--- src/hdl/hrlc_pkg.sv ---
package hrlc_pkg;

  // Item payloads on the two channels.
  typedef struct packed {
    logic [7:0] byte_in;
    logic       end_of_request;
  } hrlc_in_t;

  typedef struct packed {
    logic [1:0] verdict;
    logic [1:0] method_kind;
  } hrlc_out_t;

  // Byte classes produced by the front end.
  typedef enum logic [1:0] {
    CLS_CHAR = 2'd0,
    CLS_SEP  = 2'd1,
    CLS_EOL  = 2'd2
  } hrlc_cls_t;

  // One queued, classified byte.
  typedef struct packed {
    logic [7:0] ch;
    hrlc_cls_t  cls;
    logic       last;
  } hrlc_entry_t;

  // Head of the queue as seen by the back end.
  typedef struct packed {
    logic        valid;
    hrlc_entry_t entry;
  } hrlc_head_t;

  localparam int QUEUE_DEPTH = 4;
  localparam int QUEUE_PTR_W = 2;
  localparam int QUEUE_CNT_W = 3;

  // Verdict codes.
  localparam logic [1:0] VERDICT_VALID   = 2'd0;
  localparam logic [1:0] VERDICT_BAD     = 2'd1;
  localparam logic [1:0] VERDICT_METHOD  = 2'd2;
  localparam logic [1:0] VERDICT_VERSION = 2'd3;

  // Method kinds.
  localparam logic [1:0] KIND_UNKNOWN = 2'd0;
  localparam logic [1:0] KIND_GET     = 2'd1;
  localparam logic [1:0] KIND_POST    = 2'd2;
  localparam logic [1:0] KIND_DELETE  = 2'd3;

  // Word positions within the request line.
  localparam logic [1:0] WORD_METHOD  = 2'd0;
  localparam logic [1:0] WORD_PATH    = 2'd1;
  localparam logic [1:0] WORD_VERSION = 2'd2;
  localparam logic [1:0] WORD_EXTRA   = 2'd3;

  // Expected word lengths.
  localparam logic [3:0] LEN_GET     = 4'd3;
  localparam logic [3:0] LEN_POST    = 4'd4;
  localparam logic [3:0] LEN_DELETE  = 4'd6;
  localparam logic [3:0] LEN_VERSION = 4'd8;
  localparam logic [3:0] POS_MAX     = 4'd15;

  // Character matchers: true when c is the expected character at position p.
  function automatic logic get_char_ok(logic [3:0] p, logic [7:0] c);
    logic ok;
    case (p)
      4'd0:    ok = (c == "G");
      4'd1:    ok = (c == "E");
      4'd2:    ok = (c == "T");
      default: ok = 1'b0;
    endcase
    return ok;
  endfunction

  function automatic logic post_char_ok(logic [3:0] p, logic [7:0] c);
    logic ok;
    case (p)
      4'd0:    ok = (c == "P");
      4'd1:    ok = (c == "O");
      4'd2:    ok = (c == "S");
      4'd3:    ok = (c == "T");
      default: ok = 1'b0;
    endcase
    return ok;
  endfunction

  function automatic logic delete_char_ok(logic [3:0] p, logic [7:0] c);
    logic ok;
    case (p)
      4'd0:    ok = (c == "D");
      4'd1:    ok = (c == "E");
      4'd2:    ok = (c == "L");
      4'd3:    ok = (c == "E");
      4'd4:    ok = (c == "T");
      4'd5:    ok = (c == "E");
      default: ok = 1'b0;
    endcase
    return ok;
  endfunction

  function automatic logic version_char_ok(logic [3:0] p, logic [7:0] c);
    logic ok;
    case (p)
      4'd0:    ok = (c == "H");
      4'd1:    ok = (c == "T");
      4'd2:    ok = (c == "T");
      4'd3:    ok = (c == "P");
      4'd4:    ok = (c == "/");
      4'd5:    ok = (c == "1");
      4'd6:    ok = (c == ".");
      4'd7:    ok = (c == "1");
      default: ok = 1'b0;
    endcase
    return ok;
  endfunction

endpackage

--- src/hdl/hrlc_back.sv ---
module hrlc_back import hrlc_pkg::*; (
  input  logic       clk,
  input  logic       rst_n,
  input  hrlc_head_t head,
  output logic       rd_take,
  output logic       out_valid,
  input  logic       out_ready,
  output hrlc_out_t  out_data
);

  typedef struct packed {
    logic       line_done;
    logic [1:0] word_index;
    logic       in_word;
    logic [3:0] char_pos;
    logic [2:0] method_candidates;
    logic       version_match;
    logic       path_first_ok;
    logic [7:0] path_prev_char;
    logic       path_bad_pair;
    logic [1:0] words_seen;
  } scan_t;

  function automatic scan_t scan_reset();
    scan_t s;
    s                   = '0;
    s.method_candidates = 3'b111;
    s.version_match     = 1'b1;
    return s;
  endfunction

  // Ending a word checks the method and version lengths.
  function automatic scan_t close_word(scan_t s);
    scan_t n;
    n = s;
    if (s.in_word) begin
      n.in_word = 1'b0;
      if (s.word_index == WORD_METHOD) begin
        if (s.char_pos != LEN_GET)    n.method_candidates[0] = 1'b0;
        if (s.char_pos != LEN_POST)   n.method_candidates[1] = 1'b0;
        if (s.char_pos != LEN_DELETE) n.method_candidates[2] = 1'b0;
      end else if (s.word_index == WORD_VERSION) begin
        if (s.char_pos != LEN_VERSION) n.version_match = 1'b0;
      end
    end
    return n;
  endfunction

  // One word character against the word that it belongs to.
  function automatic scan_t take_char(scan_t s, logic [7:0] c);
    scan_t      n;
    logic [3:0] p;
    n = s;
    p = s.char_pos;
    if (!s.in_word) begin
      n.in_word  = 1'b1;
      n.char_pos = '0;
      p          = '0;
      if (s.words_seen != 2'd3) begin
        n.word_index = s.words_seen;
        n.words_seen = s.words_seen + 2'd1;
      end else begin
        n.word_index = WORD_EXTRA;
      end
    end
    case (n.word_index)
      WORD_METHOD: begin
        if (!get_char_ok(p, c))    n.method_candidates[0] = 1'b0;
        if (!post_char_ok(p, c))   n.method_candidates[1] = 1'b0;
        if (!delete_char_ok(p, c)) n.method_candidates[2] = 1'b0;
      end
      WORD_PATH: begin
        if (p == '0) begin
          n.path_first_ok = (c == "/");
        end else if (c == s.path_prev_char && (c == "." || c == "/")) begin
          n.path_bad_pair = 1'b1;
        end
        n.path_prev_char = c;
      end
      WORD_VERSION: begin
        if (!version_char_ok(p, c)) n.version_match = 1'b0;
      end
      default: ;
    endcase
    if (n.char_pos != POS_MAX) n.char_pos = n.char_pos + 4'd1;
    return n;
  endfunction

  scan_t      state_r, state_nxt;
  logic       out_valid_r, out_valid_nxt;
  hrlc_out_t  out_r, out_nxt;
  logic       slot_free;

  // A last byte needs the result register; other bytes never wait.
  assign slot_free = !out_valid_r || out_ready;
  assign rd_take   = head.valid && (!head.entry.last || slot_free);

  // Scan step and verdict for the head byte.
  always_comb begin
    scan_t s;
    logic [1:0] kind;
    logic [1:0] verdict;
    s       = state_r;
    kind    = KIND_UNKNOWN;
    verdict = VERDICT_VALID;
    if (!s.line_done) begin
      case (head.entry.cls)
        CLS_EOL: begin
          s           = close_word(s);
          s.line_done = 1'b1;
        end
        CLS_SEP:  s = close_word(s);
        CLS_CHAR: s = take_char(s, head.entry.ch);
        default:  ;
      endcase
    end
    if (head.entry.last) begin
      s = close_word(s);
      if (s.words_seen != 2'd0) begin
        if (s.method_candidates[0]) begin
          kind = KIND_GET;
        end else if (s.method_candidates[1]) begin
          kind = KIND_POST;
        end else if (s.method_candidates[2]) begin
          kind = KIND_DELETE;
        end
      end
      if (s.words_seen != 2'd3) begin
        verdict = VERDICT_BAD;
      end else if (kind == KIND_UNKNOWN) begin
        verdict = VERDICT_METHOD;
      end else if (!s.version_match) begin
        verdict = VERDICT_VERSION;
      end else if (!s.path_first_ok || s.path_bad_pair) begin
        verdict = VERDICT_BAD;
      end
      s = scan_reset();
    end
    state_nxt           = rd_take ? s : state_r;
    out_nxt.verdict     = verdict;
    out_nxt.method_kind = kind;
    if (rd_take && head.entry.last) begin
      out_valid_nxt = 1'b1;
    end else if (out_ready) begin
      out_valid_nxt = 1'b0;
    end else begin
      out_valid_nxt = out_valid_r;
    end
  end

  always_ff @(posedge clk) begin
    if (!rst_n) begin
      state_r     <= scan_reset();
      out_valid_r <= 1'b0;
    end else begin
      state_r     <= state_nxt;
      out_valid_r <= out_valid_nxt;
    end
  end

  // Result payload loads only when a verdict is formed.
  always_ff @(posedge clk) begin
    if (rd_take && head.entry.last) begin
      out_r <= out_nxt;
    end
  end

  assign out_valid = out_valid_r;
  assign out_data  = out_r;

endmodule
--- config.mk ---
export PLATFORM = sky130hd
export DESIGN_NAME = hrlc_back
export DESIGN_NICKNAME = d
export VERILOG_FILES = /design/src/hdl/hrlc_pkg.sv /design/src/hdl/hrlc_back.sv
export SDC_FILE = /design/constraint.sdc
export NUM_CORES = 1
export LEC_CHECK = 0
export ABC_AREA = 1
export BUFFER_PORTS_ARGS = -buffer_cell sky130_fd_sc_hd__clkbuf_2
export CAP_MARGIN = 20
export CORE_ASPECT_RATIO = 0.6
export CORE_MARGIN = 2
export CORE_UTILIZATION = 40
export CTS_CLUSTER_DIAMETER = 150
export DETAILED_ROUTE_END_ITERATION = 7
export MAX_ROUTING_LAYER = met4
export PLACE_DENSITY_LB_ADDON = 0.1
export SKIP_CTS_REPAIR_TIMING = 1
export SLEW_MARGIN = 5
export SYNTH_ARGS = -nofsm -noshare
export SYNTH_HDL_FRONTEND = slang
export SYNTH_SLANG_ARGS = --single-unit
--- constraint.sdc ---
create_clock -name clk -period 2.4 [get_ports clk]
set_input_delay 0.24 -clock clk [delete_from_list [all_inputs] [get_ports clk]]
set_output_delay 0.24 -clock clk [all_outputs]
set_load 0.02 [all_outputs]
==> run metrics <==
ant diodes 0; antenna violations before repair 0; worst path setup slack after routing between 0.2 and 0.3 ns; via count of the first global-routing pass ~2100; Setup crit start kind flop; max-cap violations 0; number of setup violations in the final report 0; routed wire length per instance between 10 and 15 um; most used flip-flop cell after synthesis sky130_fd_sc_hd__dfxtp_1; commonest cells in the netlist sky130_fd_sc_hd__nand2_1, sky130_fd_sc_hd__nor2_1, sky130_fd_sc_hd__inv_1, sky130_fd_sc_hd__a21oi_1, sky130_fd_sc_hd__dfxtp_1; net switching component of the power ~370 uW; number of iterations in the first detailed-routing pass 5; area enclosed by the die boundary a little over 0.006 mm2; number of CTS-inserted buffers 5; post-route minimum period roughly 2.1 ns; critical path required time 2.55 ns; classification of the worst-slack hold path primary input to flop; number of primary I/O pins 21; layout-stage area growth over the synthesis result 13.1%; RSZ-0062 raised after global routing no; final WL between 6 and 7 mm; remaining antenna violation count after routing 0; number of flops mapped to enable cells by yosys 4; H-tree depth 2; number of I/O port buffers 20; fin crit share between 80% and 90%; worst slew pin tran 0.611 ns; crit path capture type flop; largest cells by area after synthesis sky130_fd_sc_hd__dfxtp_1, sky130_fd_sc_hd__nand2_1, sky130_fd_sc_hd__nor2_1; Post-Synthesis Net Count between 300 and 400; Die Span X between 90 and 100 um; Peak VDD IR 0.000242 V; Cell Area, Placed roughly 0.0024 mm2; final design area excluding fillers ~0.0025 mm2; DR iter-0 viols between 150 and 200; number of design rule violations left after detail routing 0; clock-pin slew reported for the worst setup and hold paths after clock tree synthesis roughly 0.070 ns; final number of hold-violating endpoints 0; starting density of the core 42.3%; warning count from the yosys run 0; buffer cell driving the clock tree root sky130_fd_sc_hd__clkbuf_8; Slew Limit Headroom 59.1%; number of vias after detailed routing between 2000 and 2500; Int Pwr approximately 870 uW; combinational power share a little under a fifth; total gr overflow 0; sum of net half-perimeters after detailed placement around 5.0 mm; cell type with the highest aggregate area in the netlist sky130_fd_sc_hd__dfxtp_1; number of vias per cell roughly 5.3; f_max ~0.47 GHz; nets@finish 400; fraction of layout cells with a size suffix above 1 roughly 15%; top-count cell post-synth sky130_fd_sc_hd__nand2_1; number of instances in the synthesized netlist 363; kind of critical path flop to flop; total track usage a little under a quarter; fraction of registers with async set or reset after synthesis 0%; GP Congestion around 0.93; clock tree from TritonCTS done; total standard cell area after synthesis around 0.0022 mm2; status completed; CP Data Arrival Time 2.28 ns; Max stage delay cell, worst path sky130_fd_sc_hd__dfxtp_1; syn avg cell area just over 6 um2; Cell Pwr Density ~500 mW/mm2; wire length of the first global-routing pass ~10 mm; switching part of the total approximately 30%; buffers from clock root to sink, at most 2; clock sink count 29; Core ar. between 0.005 and 0.006 mm2; vertical die dimension 61.4 um; count of pins over their slew limit 0; maximum net fanout on the critical path 8; number of distinct library cell variants in the gate-level netlist after synthesis 35; minimum setup slack after placement 0.226 ns; worst-case clock skew roughly 0.0046 ns; crit path cell chain nand3_1, nor2_1, nand3_1, nand2_1, inv_1, nand3_1, nand2_1, nand2_1, nand3_2, a31oi_2, nand2_1, a21oi_2; TNS Setup 0 ns; delay of the slowest cell on the worst path ~0.52 ns; most repeated library cell on the critical path sky130_fd_sc_hd__nand2_1; later-pin clock latency in the skew report between 0.2 and 0.3 ns; Static Leakage about 1.2 nW; sequential fraction of the synthesis area ~28%; Flop pwr share approximately two fifths; pin count of the biggest net entering global routing 18; Synth top area share between 20% and 30%; cell row count 20; #FFs+latches synth 29; clock share of power around two fifths
## power groups by stage
| stage | combinational, mW | sequential (mW) | clock (mW) |
|---|---|---|---|
| finish | 0.225 | 0.514 | 0.503 |
| global route | 0.251 | 0.515 | 0.532 |
| CTS | 0.221 | 0.513 | 0.507 |
| detailed placement | 0.218 | 0.524 | 0 |
| global placement | 0.219 | 0.524 | 0 |
| floorplan | 0.152 | 0.526 | 0 |
## cell type report
cell class | count | area, um2
Fill cell | 550 | 2700
Multi-Input combinational cell | 278 | 1350
Sequential cell | 29 | 622
Inverter | 45 | 169
Timing Repair Buffer | 26 | 145
Clock buffer | 7 | 108
Tap cell | 66 | 82.6
Clock inverter | 1 | 6.26
## flip-flops by register name, indices dropped and copies added, names as in the netlist
| signal | count |
|---|---|
| out_data | 4 |
| state_r | 24 |
| out_valid | 1 |
## worst max-delay path, delay by kind of cell, from the launching register on
kind,cells,cell delay [ns]
simple gates,9,1.10
flops,1,0.52
compound gates,2,0.33
buf+inv,1,0.04
## final timing paths
| check | startpoint | end | slack [ns] | cells past startpoint |
|---|---|---|---|---|
| worst max-delay path | state_r[16] | out_data[2] | 0.27 | 12 |
| worst min-delay path | rst_n | out_valid | 0.23 | 3 |
| worst max register to register | state_r[16] | out_data[2] | 0.27 | 12 |
| worst min register to register | state_r[2] | state_r[2] | 0.46 | 2 |
## cells by family (layout without fill, tap and decap cells)
logic type,Yosys count,after routing,synth area share [%]
AOI/OAI and AO/OA,53,53,14.2
xor gates and xnor gates,7,7,2.80
buffers and inverters,56,79,10.3
DFF,29,29,28.3
muxes,1,1,0.456
and+or+nand+nor,217,217,44.0
## per-stage QoR
stage          util, %  std cells  hold WS [ns]  total power, mW
6_report          47.9        452         0.231             1.24
5_1_grt           47.9        452         0.239             1.30
4_1_cts           47.9        452         0.226             1.24
3_5_place_dp      45.7        444         0.456            0.742
3_3_place_gp      45.7        444         0.451            0.743
2_1_floorplan        -        363         0.368            0.678
## cells in the final DEF (no fill, tap or decap), drive strengths merged
master	n
nand2	125
nor2	53
inv	45
a21oi	29
clkbuf	27
nand3	26
dfxtp	25
o21ai	15
buf	6
nor3	5
xor2	5
nand4	4
edfxtp	4
o211ai	3
nor4	3
o31ai	2
xnor2	2
a21boi	2
clkinv	1
a211oi	1
mux2i	1
nor4b	1
a31oi	1
## routing by layer
metal / up-vias / routed length (um) / global-route usage, %
li1: 1205 / - / -
met1: 1103 / 3580 / 36.1
met2: 76 / 2330 / 29.0
met3: 5 / 507 / 6.70
met4: 0 / 36 / 4.89
met5: - / 0 / -
Note: power is estimated with default switching activity, not from simulation.
